`config.mk`:
```
export PLATFORM = sky130hd
export DESIGN_NAME = fixed_step_tick_scheduler
export DESIGN_NICKNAME = d
export VERILOG_FILES = /design/src/sv/fsts_pkg.sv /design/src/sv/fsts_ctrl.sv /design/src/sv/fsts_dp.sv /design/src/sv/fixed_step_tick_scheduler.sv
export VERILOG_INCLUDE_DIRS = /design/src /design/src/sv
export SDC_FILE = /design/constraint.sdc
export NUM_CORES = 2
export LEC_CHECK = 0
export BUFFER_PORTS_ARGS = -buffer_cell sky130_fd_sc_hd__buf_2
export CORE_ASPECT_RATIO = 0.7
export CORE_MARGIN = 2
export CORE_UTILIZATION = 48
export DETAILED_ROUTE_END_ITERATION = 6
export PLACE_DENSITY = 0.66
export SLEW_MARGIN = 40
export SYNTH_ARGS = -nofsm -noshare
export SYNTH_HDL_FRONTEND = slang
export SYNTH_SLANG_ARGS = --single-unit
```
`constraint.sdc`:
```
create_clock -name clock -period 22.8 [get_ports clock]
set_input_delay 1.14 -clock clock [delete_from_list [all_inputs] [get_ports clock]]
set_output_delay 1.14 -clock clock [all_outputs]
set_load 0.1 [all_outputs]
```
`src/sv/assert_macros.svh`:
```
// Assertion macros shared by the fixed-step tick scheduler RTL.
// Each macro expands to one labeled concurrent assertion on a given clock and reset.
`ifndef ASSERT_MACROS_SVH
`define ASSERT_MACROS_SVH
// Plain property check, disabled while reset is high.
`define FSTS_ASSERT(label, clk, rst, prop, msg) \
   label: assert property (@(posedge clk) disable iff (rst) prop) else $error(msg);
// Same-cycle implication check.
`define FSTS_ASSERT_IMPL(label, clk, rst, ante, cons, msg) \
   label: assert property (@(posedge clk) disable iff (rst) (ante) |-> (cons)) else $error(msg);
`endif

```
`src/sv/fsts_pkg.sv`:
```
// Package for the fixed-step tick scheduler: payload structs, control structs and constants.
// No dependencies.
`default_nettype none
package fsts_pkg;

   localparam int unsigned DELTA_W = 36;
   localparam int unsigned ACC_W   = 37;
   localparam int unsigned MCU_W   = 7;
   localparam int unsigned ORIG_W  = 62;
   localparam int unsigned CSR_W   = 62;
   localparam int unsigned ADDR_W  = 3;
   localparam int unsigned DIV_CNT_W = 6;
   localparam logic [DIV_CNT_W-1:0] DIV_LAST = 6'(ACC_W - 1);

   localparam logic [DELTA_W-1:0] MAX_DELTA_NS = 36'd60000000000;

   localparam logic [DELTA_W-1:0] STEP_RESET  = 36'd16666667;
   localparam logic [DELTA_W-1:0] FRAME_RESET = 36'd250000000;
   localparam logic [DELTA_W-1:0] HARD_RESET  = 36'd1000000000;
   localparam logic [MCU_W-1:0]   MCU_RESET   = 7'd8;
   localparam logic [ORIG_W-1:0]  ORIG_RESET  = 62'd0;

   localparam logic [ADDR_W-1:0] REG_STEP   = 3'd0;
   localparam logic [ADDR_W-1:0] REG_FRAME  = 3'd1;
   localparam logic [ADDR_W-1:0] REG_HARD   = 3'd2;
   localparam logic [ADDR_W-1:0] REG_MCU    = 3'd3;
   localparam logic [ADDR_W-1:0] REG_ORIGIN = 3'd4;

   localparam logic [2:0] ST_TICK    = 3'd0;
   localparam logic [2:0] ST_NOTICK  = 3'd1;
   localparam logic [2:0] ST_FOCUS   = 3'd2;
   localparam logic [2:0] ST_INVALID = 3'd3;
   localparam logic [2:0] ST_UNCONF  = 3'd4;
   localparam logic [2:0] ST_RESTART = 3'd5;
   localparam logic [2:0] ST_REJECT  = 3'd6;

   typedef struct packed {
      logic                req_type;
      logic [DELTA_W-1:0]  elapsed_ns;
      logic                focused;
   } req_payload_type;

   typedef struct packed {
      logic [2:0]          status;
      logic                last;
      logic [63:0]         tick_number;
      logic [63:0]         tick_time_ns;
      logic [MCU_W-1:0]    ticks_this_sample;
      logic [ACC_W-1:0]    accumulator_ns;
      logic [63:0]         dropped_ns;
      logic [31:0]         invalid_count;
      logic [31:0]         capped_count;
      logic [31:0]         catch_up_limit_count;
      logic [31:0]         focus_reset_count;
      logic [MCU_W-1:0]    max_ticks_seen;
   } rsp_payload_type;

   typedef struct packed {
      logic load;
      logic classify;
      logic div_step;
      logic eval;
      logic check;
      logic update;
      logic emit_single;
      logic emit_tick;
   } ctrl_cmd_type;

   typedef struct packed {
      logic work;
      logic div_done;
      logic last_tick;
      logic out_free;
   } ctrl_stat_type;

endpackage
`default_nettype wire

```
`src/sv/fsts_ctrl.sv`:
```
// Controller state machine of the fixed-step tick scheduler.
// Depends on fsts_pkg and assert_macros.svh.
`default_nettype none
`include "assert_macros.svh"
module fsts_ctrl (
   input  wire                      clock,
   input  wire                      reset,
   input  wire                      req_valid,
   output logic                     req_ready,
   input  fsts_pkg::ctrl_stat_type  stat,
   output fsts_pkg::ctrl_cmd_type   cmd
);
   import fsts_pkg::*;

   localparam logic [3:0] S_IDLE  = 4'd0;
   localparam logic [3:0] S_CLASS = 4'd1;
   localparam logic [3:0] S_ROUTE = 4'd2;
   localparam logic [3:0] S_DIV   = 4'd3;
   localparam logic [3:0] S_EVAL  = 4'd4;
   localparam logic [3:0] S_CHECK = 4'd5;
   localparam logic [3:0] S_UPD   = 4'd6;
   localparam logic [3:0] S_OUT   = 4'd7;
   localparam logic [3:0] S_TICK  = 4'd8;

   logic [3:0] state_ff, state_in;

   always_comb begin
      state_in  = state_ff;
      cmd       = '0;
      req_ready = 1'b0;
      case (state_ff)
         S_IDLE: begin
            req_ready = 1'b1;
            if (req_valid) begin
               cmd.load = 1'b1;
               state_in = S_CLASS;
            end
         end
         S_CLASS: begin
            cmd.classify = 1'b1;
            state_in     = S_ROUTE;
         end
         S_ROUTE: begin
            state_in = stat.work ? S_DIV : S_UPD;
         end
         S_DIV: begin
            cmd.div_step = 1'b1;
            if (stat.div_done) state_in = S_EVAL;
         end
         S_EVAL: begin
            cmd.eval = 1'b1;
            state_in = S_CHECK;
         end
         S_CHECK: begin
            cmd.check = 1'b1;
            state_in  = S_UPD;
         end
         S_UPD: begin
            cmd.update = 1'b1;
            state_in   = S_OUT;
         end
         S_OUT: begin
            if (stat.work) begin
               state_in = S_TICK;
            end else if (stat.out_free) begin
               cmd.emit_single = 1'b1;
               state_in        = S_IDLE;
            end
         end
         S_TICK: begin
            if (stat.out_free) begin
               cmd.emit_tick = 1'b1;
               if (stat.last_tick) state_in = S_IDLE;
            end
         end
         default: state_in = S_IDLE;
      endcase
   end

   always_ff @(posedge clock) begin
      if (reset) begin
         state_ff <= S_IDLE;
      end else begin
         state_ff <= state_in;
      end
   end

   `FSTS_ASSERT(a_div_exit, clock, reset, (state_ff == S_DIV) |=> (state_ff == S_DIV || state_ff == S_EVAL), "divider left to wrong state")
   `FSTS_ASSERT_IMPL(a_last_tick_idle, clock, reset, $past(cmd.emit_tick && stat.last_tick), state_ff == S_IDLE, "last tick did not end the sample")

endmodule
`default_nettype wire

```
`src/sv/fsts_dp.sv`:
```
// Datapath of the fixed-step tick scheduler: registers, state, bit-serial divider and result register.
// Depends on fsts_pkg and assert_macros.svh.
`default_nettype none
`include "assert_macros.svh"
module fsts_dp #(
   parameter int unsigned CATCH_UP_LIMIT = 64
) (
   input  wire                                clock,
   input  wire                                reset,
   input  fsts_pkg::ctrl_cmd_type             cmd,
   output fsts_pkg::ctrl_stat_type            stat,
   input  fsts_pkg::req_payload_type          req_data,
   input  wire                                csr_wr_en,
   input  wire  [fsts_pkg::ADDR_W-1:0]        csr_addr,
   input  wire  [fsts_pkg::CSR_W-1:0]         csr_wr_data,
   output logic                               rsp_valid,
   input  wire                                rsp_ready,
   output fsts_pkg::rsp_payload_type          rsp_data
);
   import fsts_pkg::*;

   // Configuration registers and the copy in force.
   logic [DELTA_W-1:0] step_reg_ff, step_reg_in, frame_reg_ff, frame_reg_in;
   logic [DELTA_W-1:0] hard_reg_ff, hard_reg_in;
   logic [MCU_W-1:0]   mcu_reg_ff, mcu_reg_in;
   logic [ORIG_W-1:0]  origin_reg_ff, origin_reg_in;
   logic [DELTA_W-1:0] act_step_ff, act_step_in, act_frame_ff, act_frame_in;
   logic [DELTA_W-1:0] act_hard_ff, act_hard_in;
   logic [MCU_W-1:0]   act_mcu_ff, act_mcu_in;

   // Scheduler state.
   logic               configured_ff, configured_in;
   logic [ACC_W-1:0]   acc_ff, acc_in;
   logic [63:0]        tc_ff, tc_in, prod_ff, prod_in, dropped_ff, dropped_in;
   logic [64:0]        tsum_ff, tsum_in;
   logic [31:0]        invalid_ff, invalid_in, capped_ff, capped_in;
   logic [31:0]        limit_ff, limit_in, focus_ff, focus_in;
   logic [MCU_W-1:0]   max_ticks_ff, max_ticks_in;

   // Per-sample work registers.
   req_payload_type    in_ff, in_in;
   logic [2:0]         cls_ff, cls_in;
   logic               capflag_ff, capflag_in, limflag_ff, limflag_in;
   logic [DELTA_W-1:0] excess_ff, excess_in;
   logic [ACC_W-1:0]   acc_sum_ff, acc_sum_in, rem_ff, rem_in, quo_ff, quo_in;
   logic [ACC_W-1:0]   disc_ff, disc_in;
   logic [DIV_CNT_W-1:0] div_cnt_ff, div_cnt_in;
   logic [MCU_W-1:0]   n_ff, n_in, k_ff, k_in;
   logic [42:0]        nstep_ff, nstep_in;

   logic               rsp_valid_ff, rsp_valid_in;
   rsp_payload_type    rsp_data_ff, rsp_data_in;

   logic               cfg_ok, sample_bad, out_free;
   logic [DELTA_W-1:0] admitted;
   logic [ACC_W-1:0]   trial, diff;
   logic [64:0]        tc_sum, prod_sum, tsum_next;
   logic [65:0]        drop_sum;
   logic [MCU_W-1:0]   n_sel;

   function automatic logic in_range(input logic [DELTA_W-1:0] v);
      return (v != '0) && (v <= MAX_DELTA_NS);
   endfunction

   function automatic logic [31:0] sat_inc(input logic [31:0] v);
      return (v == '1) ? v : v + 32'd1;
   endfunction

   assign out_free = !rsp_valid_ff || rsp_ready;

   always_comb begin
      cfg_ok = in_range(step_reg_ff) && in_range(frame_reg_ff) && in_range(hard_reg_ff)
               && (mcu_reg_ff != '0) && (32'(mcu_reg_ff) <= 32'(CATCH_UP_LIMIT))
               && (frame_reg_ff >= step_reg_ff) && (hard_reg_ff >= frame_reg_ff);
      sample_bad = (in_ff.elapsed_ns == '0) || (in_ff.elapsed_ns > MAX_DELTA_NS)
                   || (in_ff.elapsed_ns > act_hard_ff);
      admitted = (in_ff.elapsed_ns > act_frame_ff) ? act_frame_ff : in_ff.elapsed_ns;
      trial = {rem_ff[ACC_W-2:0], quo_ff[ACC_W-1]};
      diff  = trial - {1'b0, act_step_ff};
      n_sel = (quo_ff > ACC_W'(act_mcu_ff)) ? act_mcu_ff : quo_ff[MCU_W-1:0];
      tc_sum   = {1'b0, tc_ff} + 65'(n_ff);
      prod_sum = {1'b0, prod_ff} + 65'(nstep_ff);
      tsum_next = tsum_ff + 65'(act_step_ff);
      if (cls_ff == ST_FOCUS) begin
         drop_sum = 66'(dropped_ff) + 66'(acc_ff) + 66'(in_ff.elapsed_ns);
      end else begin
         drop_sum = 66'(dropped_ff) + 66'(excess_ff) + 66'(disc_ff);
      end
   end

   always_comb begin
      step_reg_in = step_reg_ff; frame_reg_in = frame_reg_ff; hard_reg_in = hard_reg_ff;
      mcu_reg_in = mcu_reg_ff; origin_reg_in = origin_reg_ff;
      act_step_in = act_step_ff; act_frame_in = act_frame_ff; act_hard_in = act_hard_ff;
      act_mcu_in = act_mcu_ff;
      configured_in = configured_ff; acc_in = acc_ff; tc_in = tc_ff; prod_in = prod_ff;
      tsum_in = tsum_ff; dropped_in = dropped_ff; invalid_in = invalid_ff;
      capped_in = capped_ff; limit_in = limit_ff; focus_in = focus_ff;
      max_ticks_in = max_ticks_ff;
      in_in = in_ff; cls_in = cls_ff; capflag_in = capflag_ff; limflag_in = limflag_ff;
      excess_in = excess_ff; acc_sum_in = acc_sum_ff; rem_in = rem_ff; quo_in = quo_ff;
      disc_in = disc_ff; div_cnt_in = div_cnt_ff; n_in = n_ff; k_in = k_ff;
      nstep_in = nstep_ff;
      rsp_valid_in = rsp_valid_ff && !rsp_ready;
      rsp_data_in = rsp_data_ff;

      if (csr_wr_en) begin
         case (csr_addr)
            REG_STEP:   step_reg_in   = csr_wr_data[DELTA_W-1:0];
            REG_FRAME:  frame_reg_in  = csr_wr_data[DELTA_W-1:0];
            REG_HARD:   hard_reg_in   = csr_wr_data[DELTA_W-1:0];
            REG_MCU:    mcu_reg_in    = csr_wr_data[MCU_W-1:0];
            REG_ORIGIN: origin_reg_in = csr_wr_data[ORIG_W-1:0];
            default: ;
         endcase
      end

      if (cmd.load) in_in = req_data;

      if (cmd.classify) begin
         if (in_ff.req_type) begin
            cls_in = cfg_ok ? ST_RESTART : ST_REJECT;
         end else if (!configured_ff) begin
            cls_in = ST_UNCONF;
         end else if (sample_bad) begin
            cls_in = ST_INVALID;
         end else if (!in_ff.focused) begin
            cls_in = ST_FOCUS;
         end else begin
            cls_in = ST_TICK;
         end
         capflag_in = in_ff.elapsed_ns > act_frame_ff;
         excess_in  = capflag_in ? in_ff.elapsed_ns - act_frame_ff : '0;
         acc_sum_in = acc_ff + ACC_W'(admitted);
         quo_in     = acc_sum_in;
         rem_in     = '0;
         div_cnt_in = '0;
      end

      if (cmd.div_step) begin
         if (trial >= {1'b0, act_step_ff}) begin
            rem_in = diff;
            quo_in = {quo_ff[ACC_W-2:0], 1'b1};
         end else begin
            rem_in = trial;
            quo_in = {quo_ff[ACC_W-2:0], 1'b0};
         end
         div_cnt_in = div_cnt_ff + 6'd1;
      end

      if (cmd.eval) begin
         n_in       = n_sel;
         nstep_in   = 43'(n_sel) * 43'(act_step_ff);
         limflag_in = quo_ff > ACC_W'(act_mcu_ff);
         k_in       = '0;
      end

      if (cmd.check) begin
         disc_in = acc_sum_ff - rem_ff - nstep_ff[ACC_W-1:0];
         if (tc_sum[64] || prod_sum[64]) begin
            cls_in = ST_INVALID;
         end else if (n_ff == '0) begin
            cls_in = ST_NOTICK;
         end else begin
            cls_in = ST_TICK;
         end
      end

      if (cmd.update) begin
         case (cls_ff)
            ST_RESTART: begin
               act_step_in = step_reg_ff; act_frame_in = frame_reg_ff;
               act_hard_in = hard_reg_ff; act_mcu_in = mcu_reg_ff;
               configured_in = 1'b1;
               acc_in = '0; tc_in = '0; prod_in = '0; tsum_in = 65'(origin_reg_ff);
               dropped_in = '0; invalid_in = '0; capped_in = '0; limit_in = '0;
               focus_in = '0; max_ticks_in = '0;
            end
            ST_FOCUS: begin
               dropped_in = (drop_sum[65:64] != 2'b00) ? '1 : drop_sum[63:0];
               acc_in     = '0;
               focus_in   = sat_inc(focus_ff);
            end
            ST_INVALID: begin
               invalid_in = sat_inc(invalid_ff);
            end
            ST_TICK, ST_NOTICK: begin
               acc_in     = rem_ff;
               dropped_in = (drop_sum[65:64] != 2'b00) ? '1 : drop_sum[63:0];
               if (capflag_ff) capped_in = sat_inc(capped_ff);
               if (limflag_ff) limit_in = sat_inc(limit_ff);
               if (n_ff > max_ticks_ff) max_ticks_in = n_ff;
            end
            default: ;
         endcase
      end

      if (cmd.emit_single || cmd.emit_tick) begin
         rsp_valid_in = 1'b1;
         rsp_data_in.status               = cls_ff;
         rsp_data_in.last                 = 1'b1;
         rsp_data_in.tick_number          = tc_ff;
         rsp_data_in.tick_time_ns         = '0;
         rsp_data_in.ticks_this_sample    = '0;
         rsp_data_in.accumulator_ns       = acc_ff;
         rsp_data_in.dropped_ns           = dropped_ff;
         rsp_data_in.invalid_count        = invalid_ff;
         rsp_data_in.capped_count         = capped_ff;
         rsp_data_in.catch_up_limit_count = limit_ff;
         rsp_data_in.focus_reset_count    = focus_ff;
         rsp_data_in.max_ticks_seen       = max_ticks_ff;
      end

      if (cmd.emit_tick) begin
         tc_in   = tc_ff + 64'd1;
         prod_in = prod_ff + 64'(act_step_ff);
         tsum_in = tsum_next;
         k_in    = k_ff + 7'd1;
         rsp_data_in.status            = ST_TICK;
         rsp_data_in.last              = stat.last_tick;
         rsp_data_in.tick_number       = tc_in;
         rsp_data_in.tick_time_ns      = tsum_next[64] ? '1 : tsum_next[63:0];
         rsp_data_in.ticks_this_sample = n_ff;
      end
   end

   always_comb begin
      stat.work      = (cls_ff == ST_TICK);
      stat.div_done  = (div_cnt_ff == DIV_LAST);
      stat.last_tick = ((k_ff + 7'd1) == n_ff);
      stat.out_free  = out_free;
   end

   always_ff @(posedge clock) begin
      if (reset) begin
         step_reg_ff <= STEP_RESET; frame_reg_ff <= FRAME_RESET; hard_reg_ff <= HARD_RESET;
         mcu_reg_ff <= MCU_RESET; origin_reg_ff <= ORIG_RESET;
         act_step_ff <= STEP_RESET; act_frame_ff <= FRAME_RESET; act_hard_ff <= HARD_RESET;
         act_mcu_ff <= MCU_RESET;
         configured_ff <= 1'b0; acc_ff <= '0; tc_ff <= '0; prod_ff <= '0;
         tsum_ff <= 65'(ORIG_RESET); dropped_ff <= '0; invalid_ff <= '0; capped_ff <= '0;
         limit_ff <= '0; focus_ff <= '0; max_ticks_ff <= '0;
         rsp_valid_ff <= 1'b0;
      end else begin
         step_reg_ff <= step_reg_in; frame_reg_ff <= frame_reg_in; hard_reg_ff <= hard_reg_in;
         mcu_reg_ff <= mcu_reg_in; origin_reg_ff <= origin_reg_in;
         act_step_ff <= act_step_in; act_frame_ff <= act_frame_in; act_hard_ff <= act_hard_in;
         act_mcu_ff <= act_mcu_in;
         configured_ff <= configured_in; acc_ff <= acc_in; tc_ff <= tc_in; prod_ff <= prod_in;
         tsum_ff <= tsum_in; dropped_ff <= dropped_in; invalid_ff <= invalid_in;
         capped_ff <= capped_in; limit_ff <= limit_in; focus_ff <= focus_in;
         max_ticks_ff <= max_ticks_in;
         rsp_valid_ff <= rsp_valid_in;
      end
   end

   always_ff @(posedge clock) begin
      in_ff <= in_in; cls_ff <= cls_in; capflag_ff <= capflag_in; limflag_ff <= limflag_in;
      excess_ff <= excess_in; acc_sum_ff <= acc_sum_in; rem_ff <= rem_in; quo_ff <= quo_in;
      disc_ff <= disc_in; div_cnt_ff <= div_cnt_in; n_ff <= n_in; k_ff <= k_in;
      nstep_ff <= nstep_in; rsp_data_ff <= rsp_data_in;
   end

   assign rsp_valid = rsp_valid_ff;
   assign rsp_data  = rsp_data_ff;

   `FSTS_ASSERT_IMPL(a_emit_slot, clock, reset, cmd.emit_single || cmd.emit_tick, out_free, "result beat overwritten")
   `FSTS_ASSERT_IMPL(a_acc_below_step, clock, reset, configured_ff, acc_ff < {1'b0, act_step_ff}, "accumulator holds a whole step")
   `FSTS_ASSERT_IMPL(a_tick_count, clock, reset, cmd.emit_tick, n_ff != '0 && k_ff < n_ff, "tick emitted beyond sample count")

endmodule
`default_nettype wire

```
`src/sv/fixed_step_tick_scheduler.sv`:
```
// Top level of the fixed-step tick scheduler: controller and datapath.
// Depends on fsts_pkg, fsts_ctrl and fsts_dp.
//
// Frame samples and restarts enter on the req channel; each one yields one result beat, or
// one beat per emitted tick, on the rsp channel. One item at a time is worked on: a restart or
// a rejected, unconfigured, invalid or unfocused sample skips the divider; a focused sample
// runs the divider and then yields one beat per tick (up to the catch-up register value), or
// a single beat if it has no tick or its counters would overflow. The bit-serial divider
// retires one quotient bit per cycle over 37 bits, and the result register sends one tick
// per cycle while rsp_ready is high. Configuration registers may be written whenever the
// block is idle and take effect at the next restart.
`default_nettype none
module fixed_step_tick_scheduler #(
   parameter int unsigned CATCH_UP_LIMIT = 64
) (
   input  wire                          clock,
   input  wire                          reset,
   input  wire                          req_valid,
   output logic                         req_ready,
   input  fsts_pkg::req_payload_type    req_data,
   output logic                         rsp_valid,
   input  wire                          rsp_ready,
   output fsts_pkg::rsp_payload_type    rsp_data,
   input  wire                          csr_wr_en,
   input  wire  [fsts_pkg::ADDR_W-1:0]  csr_addr,
   input  wire  [fsts_pkg::CSR_W-1:0]   csr_wr_data
);
   import fsts_pkg::*;

   ctrl_cmd_type  cmd;
   ctrl_stat_type stat;

   fsts_ctrl u_ctrl (
      .clock     (clock),
      .reset     (reset),
      .req_valid (req_valid),
      .req_ready (req_ready),
      .stat      (stat),
      .cmd       (cmd)
   );

   fsts_dp #(
      .CATCH_UP_LIMIT (CATCH_UP_LIMIT)
   ) u_dp (
      .clock       (clock),
      .reset       (reset),
      .cmd         (cmd),
      .stat        (stat),
      .req_data    (req_data),
      .csr_wr_en   (csr_wr_en),
      .csr_addr    (csr_addr),
      .csr_wr_data (csr_wr_data),
      .rsp_valid   (rsp_valid),
      .rsp_ready   (rsp_ready),
      .rsp_data    (rsp_data)
   );

endmodule
`default_nettype wire
```
# --- After elaboration in Yosys (flattened, before gate mapping) ---
# Index checks and enable logic that the tools add are counted.
op_classes:
  addsub: 20
  n_mul: 1
  n_div: 0
  order_cmp: 12
  eq_ne: 34
  shifts: 0
  n_mux: 68
  n_bitwise: 0
  reduce_logical: 56
ops:
  columns: ["cell", "n"]
  rows:
  - ["64-bit two-way mux", 6]
  - ["372-bit two-way mux", 1]
  - ["32-bit case mux with 2 select lines", 4]
  - ["65-bit two-way mux", 3]
  - ["32-bit two-way mux", 6]
  - ["37-bit two-way mux", 5]
  - ["136-bit two-way mux", 1]
  - ["32-bit by 1-bit adder with 32-bit output, second input constant", 4]
  - ["32-bit equality test, second input constant", 4]
  - ["64-bit case mux with 2 select lines", 1]
  - ["36-bit less-or-equal comparator, second input constant", 3]
  - ["36-bit nonzero test", 3]
  - ["37-bit case mux with 2 select lines", 1]
  - ["37-bit subtractor", 2]
  - ["36-bit greater-or-equal comparator", 2]
  - ["36-bit > comparator", 2]
  - ["66-bit by 36-bit adder with 66-bit output", 1]
  - ["66-bit by 37-bit adder with 66-bit output", 1]
  - ["66-bit two-way mux", 1]
  - ["64-bit by 36-bit adder with 65-bit output", 1]
  - ["64-bit by 37-bit adder with 65-bit output", 1]
  - ["64-bit by 43-bit adder with 65-bit output", 1]
  - ["64-bit by 7-bit adder with 65-bit output", 1]
  - ["65-bit by 36-bit adder with 65-bit output", 1]
  - ["49 further kinds", 135]
word_totals:
  reg_bits: 1392
  latchBits: 0
  ram_bits: 0
  romBits: 0
  inputBits: 108
  word_cells: 240
  mem_count: 0

# --- Depth between registers and ports, before layout ---
logic_depth:
  ltp_word: 12
  depth_mapped: 37
  ltp_nobuf: 35

# --- Cells and area by module ---
# Synthesis repeated with hierarchy kept, for this count alone.
unflattened:
  cells_unflattened: 8974
  area_unflattened_um2: 83575.2
by_module_without_submodules:
  columns: ["mod", "n_inst", "cells_per_inst", "area_per_inst_um2", "seq_area_each_um2"]
  rows:
  - ["fsts_dp", 1, 8928, 83226.1, 34413.0]
  - ["fsts_ctrl", 1, 46, 349.1, 80.1]

# --- Worst setup path after synthesis ---
# Ideal clock, no wire load.
synth_timing:
  path_kind: "reg2reg"
  startpoint: "register u_dp.quo_ff[3]"
  endpoint: "register u_dp.nstep_ff[42] (data pin)"
  setup_time_ns: 0.260
  arrival_ns: 7.753
  slack_ns: 14.787
  path_stages_with_launch: 34
  path_buffers: 3
  cell_sequence: "edfxtp_1 > ha_1 > nand4_1 > nor2_1 > nor2_1 > nand2_1 > a21o_1 > a21oi_1 > o21ai_0 > buf_1 > mux2i_1 > clkbuf_1 > nor2_1 > fa_1 > fa_1 > fa_1 > inv_1 > fa_1 > inv_1 > ha_1 > clkbuf_1 > a21oi_1 > nand2_1 > a21o_1 > a21oi_1 > a21boi_0 > o31ai_1 > o41ai_1 > o21ai_0 > a41oi_1 > nor4b_1 > or3_1 > o21ai_0 > xnor2_1"
synth_via:
  elab_chain_cells: 3
synth_lines:
  columns: ["item", "line_no", "source"]
  rows:
  - ["start, declared", "fsts_dp.sv:45", "logic [ACC_W-1:0] acc_sum_ff, acc_sum_in, rem_ff, rem_in, quo_ff, quo_in;"]
  - ["start signal, assigned", "fsts_dp.sv:259", "excess_ff <= excess_in; acc_sum_ff <= acc_sum_in; rem_ff <= rem_in; quo_ff <= quo_in;"]
  - ["37-bit by 7-bit > comparator with 1-bit output", "fsts_dp.sv:80", "n_sel = (quo_ff > ACC_W'(act_mcu_ff)) ? act_mcu_ff : quo_ff[MCU_W-1:0];"]
  - ["7-bit two-way mux *", "fsts_dp.sv:80", null]
  - ["7-bit by 36-bit multiplier with 43-bit output *", "fsts_dp.sv:153", "nstep_in = 43'(n_sel) * 43'(act_step_ff);"]
  - ["end signal, assigned", "fsts_dp.sv:261", "nstep_ff <= nstep_in; rsp_data_ff <= rsp_data_in;"]
  - ["end, declared", "fsts_dp.sv:49", "logic [42:0] nstep_ff, nstep_in;"]
# Mark *: on every way between the ends. The rest lies on a longest branch, timed or not.
# A chain may end at the register's enable or synchronous reset.

# --- Worst setup path in the final report ---
layout_timing:
  startpoint: "register u_dp.in_ff[3] (netlist bit)"
  endpoint: "register u_dp.quo_ff[35] (data pin)"
layout_via:
  elab_chain_cells: 5
layout_lines:
  columns: ["item", "line_no", "source"]
  rows:
  - ["start, declared", "fsts_dp.sv:41", "req_payload_type in_ff, in_in;"]
  - ["start signal, assigned", "fsts_dp.sv:258", "in_ff <= in_in; cls_ff <= cls_in; capflag_ff <= capflag_in; limflag_ff <= limflag_in;"]
  - ["36-bit > comparator", "fsts_dp.sv:77", "admitted = (in_ff.elapsed_ns > act_frame_ff) ? act_frame_ff : in_ff.elapsed_ns;"]
  - ["36-bit two-way mux *", "fsts_dp.sv:77", null]
  - ["37-bit by 36-bit adder with 37-bit output *", "fsts_dp.sv:134", "acc_sum_in = acc_ff + ACC_W'(admitted);"]
  - ["37-bit two-way mux *", "fsts_dp.sv:120", "if (cmd.classify) begin"]
  - ["37-bit two-way mux *", "fsts_dp.sv:140", "if (cmd.div_step) begin"]
  - ["named net u_dp.quo_in[35]", "fsts_dp.sv:45", null]
# The timed path passes the listed nets; every way through them passes the cells marked *. The select of a mux whose other input is x is not followed.

==> metrics.md <==
| Metric | Value |
|---|---|
| DPL Wire Length | `approximately 230000 microns` |
| RSZ-0062 raised after global routing | `false` |
| CP endpoint kind | `register` |
| CTS tree | `done` |
| Crit path DAT | `roughly 10000 ps` |
| Post-Syn Instances | `between 9000 and 10000` |
| Area growth syn-to-layout | `11.9%` |
| Commonest non-fill, non-tap cell in the layout | `nand2_1` |
| Reg2reg start | `u_dp.in_ff[3]` |
| Mean post-synth cell area | `about 9.0 sq um` |
| Bufs on Longest Clock Path | `3` |
| Postcts setup bufs | `0` |
| Slew Viols, Final | `0` |
| Root Driver | `clkbuf_16` |
| Most used cell, CP | `a21oi_1` |
| CTS clk-pin slew, worst paths | `60 ps` |
| Peak Freq | `roughly 0.11 GHz` |
| Period utilization | `~41%` |
| TNS Setup | `0 ps` |
| Antenna Nets Post-Route | `0` |
| Clk Latency, worst-skew pair | `830 ps` |
| Layout cells sized above 1 | `about 10%` |
| Seq/Total Area, Yosys | `approximately two fifths` |
| Routed WL | `slightly below 300000 microns` |
| Slowest CP cell | `a2111o_1` |
| Post-CTS sizing | `0` |
| Grt ovf | `0` |
| FF+latch count, synth | `between 1000 and 1500` |
| Syn_nets | `around 11000` |
| Worst VDD drop | `between 70 and 80 uV` |
| Worst hold start | `u_dp.max_ticks_ff[0]` |
| Clock sinks | `around 1400` |
| Skew final | `about 74 ps` |
| I/O Buffers | `~480` |
| GP Congestion | `0.975` |
| Via count | `roughly 75000` |
| FF-to-FF path depth | `31` |
| CP required | `between 20000 and 25000 ps` |
| Final core occ | `about 54%` |
| Ys async rst share | `0%` |
| Critical path class | `reg -> reg` |
| Warnings from Yosys | `0` |
| Vias per inst | `between 6 and 7` |
| Total CTS buffers | `147` |
| CP peak stage delay | `~530 ps` |
| 1st-pass router iterations | `6` |
| Synth top area share | `between 20 and 25%` |
| EDFF count, synth | `between 600 and 700` |
| Num rows | `130` |
| LEAKAGE | `~40 nW` |
| I/O pin count | `485` |
| Initial core utilization | `between 40% and 50%` |
| Fill count | `16400` |
| Die area | `between 150000 and 200000 sq um` |
| Top cells by area, synth | `edfxtp_1 23%, dfxtp_1 17%, ha_1 8.8%` |
| Max Fanout on Critical Path | `17` |
| Max cap viols | `0` |
| Hold path depth | `0` |
| Final min period | `approximately 9400 ps` |
| # setup viols final | `0` |
| Slew @ Worst Pin | `approximately 970 ps` |
| Largest net degree at the start of global routing | `174` |
| Startpoint types | `register` |
| Total track usage | `a little under a third` |
| Count of cell types in the netlist | `about 100` |
| Core Area | `179000 sq um` |
| Dominant synthesized flop cell | `dfxtp_1` |
| Status | `finished clean` |
| Max-slew headroom | `between 30% and 40%` |
| Cts hold-fix bufs | `0` |
| First-pass GRT wire length | `between 400000 and 500000 microns` |
| H-tree lvl count | `4` |
| Initial antenna violation count | `19` |
| Area of the multi-input gates | `about 48000 sq um` |
| Most frequent cells in the layout | `1413 x nand2_1, 878 x a21oi_1, 828 x nor2_1, 730 x dfxtp_1, 662 x edfxtp_1` |
| Final hold violation count | `0` |
| Final #Nets | `10900` |
| Average wire per standard cell | `between 20 and 25 microns` |
| DR iter-0 viols | `8800` |
| DIE WIDTH | `roughly 500 microns` |
| Worst setup path startpoint | `u_dp.in_ff[3]` |
| Yosys top cell by area | `edfxtp_1` |
| Number of remaining DRC errors | `0` |
| Synthesized area | `between 80000 and 90000 sq um` |
| Via count of the first global-routing pass | `slightly below 70000` |
| Die Ht | `between 300 and 400 microns` |
| Sequential Area | `between 30000 and 40000 sq um` |
| Pwr/cell area | `around 80 nW/um^2` |
| Worst min-delay path category | `reg -> reg` |
-- worst paths after layout --
kind | to | slack (ps)
worst max-delay path | u_dp.quo_ff[35] | 13390
worst min-delay path | u_dp.rsp_data[0] | 430
worst max register to register | u_dp.quo_ff[35] | 13390
worst min register to register | u_dp.rsp_data[0] | 430
-- Yosys cell counts, types with 38 or more instances --
library cell and instances:
a22o_1 61, o21ai_0 432, and2_1 63, a21o_1 239
and3_1 115, a21oi_1 881, a211oi_1 57, nor3_1 138
nand2_1 1417, and4_1 40, xnor2_1 324, nand4_1 158
inv_1 536, nor2b_1 84, mux2_2 53, nor4_1 76
o211ai_1 93, or2_2 38, ha_1 603, o21bai_1 63
xor2_1 249, edfxtp_1 662, nand3_1 288, o211ai_2 40
o21a_1 64, a31oi_1 86, dfxtp_1 730, nand2b_1 77
clkbuf_1 335, fa_1 214, or3_1 100, nor2_1 837
-- per-layer routing --
layer | global-route usage, % | vias up | wire, microns | share of wire [%]
met5 | 0.180 | - | 80 | 0.027
met4 | 9.29 | 8 | 9140 | 3.1
met3 | 7.17 | 477 | 30600 | 10
met2 | 44.7 | 3364 | 122000 | 41
met1 | 47.9 | 36200 | 137000 | 46
li1 | - | 34700 | - | -
-- where the power goes --
| group | switching (mW) | internal [mW] | total, mW |
|---|---|---|---|
| sequential | 0.159 | 2.87 | 3.03 |
| combinational | 1.36 | 0.741 | 2.10 |
| clock | 1.13 | 1.45 | 2.57 |
-- per-stage QoR --
step	hold WS (ps)	total power, mW	setup WS (ps)	instances	instance area, sq um
6_report	426	7.70	13390	12400	96400
5_1_grt	441	8.01	12810	12400	96300
4_1_cts	429	7.69	13650	12400	96200
3_5_place_dp	447	5.11	13700	12200	91100
3_3_place_gp	444	5.08	13790	12200	91000
2_1_floorplan	406	4.48	14790	9577	86100
-- layout make-up --
type | count | share of cell area (%)
tap | 2376 | 3.09
clock inverter | 79 | 1.23
timing repair buffer | 586 | 3.49
clock buffer | 196 | 4.08
sequential | 1392 | 35.8
multi-input combinational | 7257 | 50.1
antenna | 3 | 0.00779
inverter | 552 | 2.16
-- flip-flops by register name, summed over array words and instances (netlist names), 36 cells and up --
name and cells:
u_dp.acc_sum_ff 37, u_dp.tc_ff 64, u_dp.prod_ff 64, u_dp.excess_ff 36, u_dp.hard_reg_ff 36, u_dp.acc_ff 37, u_dp.origin_reg_ff 62, u_dp.frame_reg_ff 36
u_dp.quo_ff 37, u_dp.nstep_ff 43, u_dp.tsum_ff 65, u_dp.act_step_ff 36, u_dp.in_ff 38, u_dp.act_hard_ff 36, u_dp.step_reg_ff 36, u_dp.rsp_data 375
u_dp.dropped_ff 64, u_dp.rem_ff 37, u_dp.act_frame_ff 36, u_dp.disc_ff 37
-- worst max-delay path, delay by kind of cell, from the launching register on --
kind / cells / cell delay (ps)
mux: 2 / 620
simple gates: 5 / 1160
fa+ha+maj: 2 / 680
xor+xnor: 1 / 120
compound gates: 20 / 5740
buf+inv: 1 / 320
flops: 1 / 490
-- cell families after synthesis --
family                   synth area share [%]
AO/OA/AOI/OAI                            16.5
XOR/XNOR                                 5.83
AND/OR/NAND/NOR                          18.8
adder cells (fa/ha/maj)                  13.7
buffers and inverters                    4.13
multiplexers                            0.903
flip-flops                               40.1
Power figures use the tool's default switching activity.
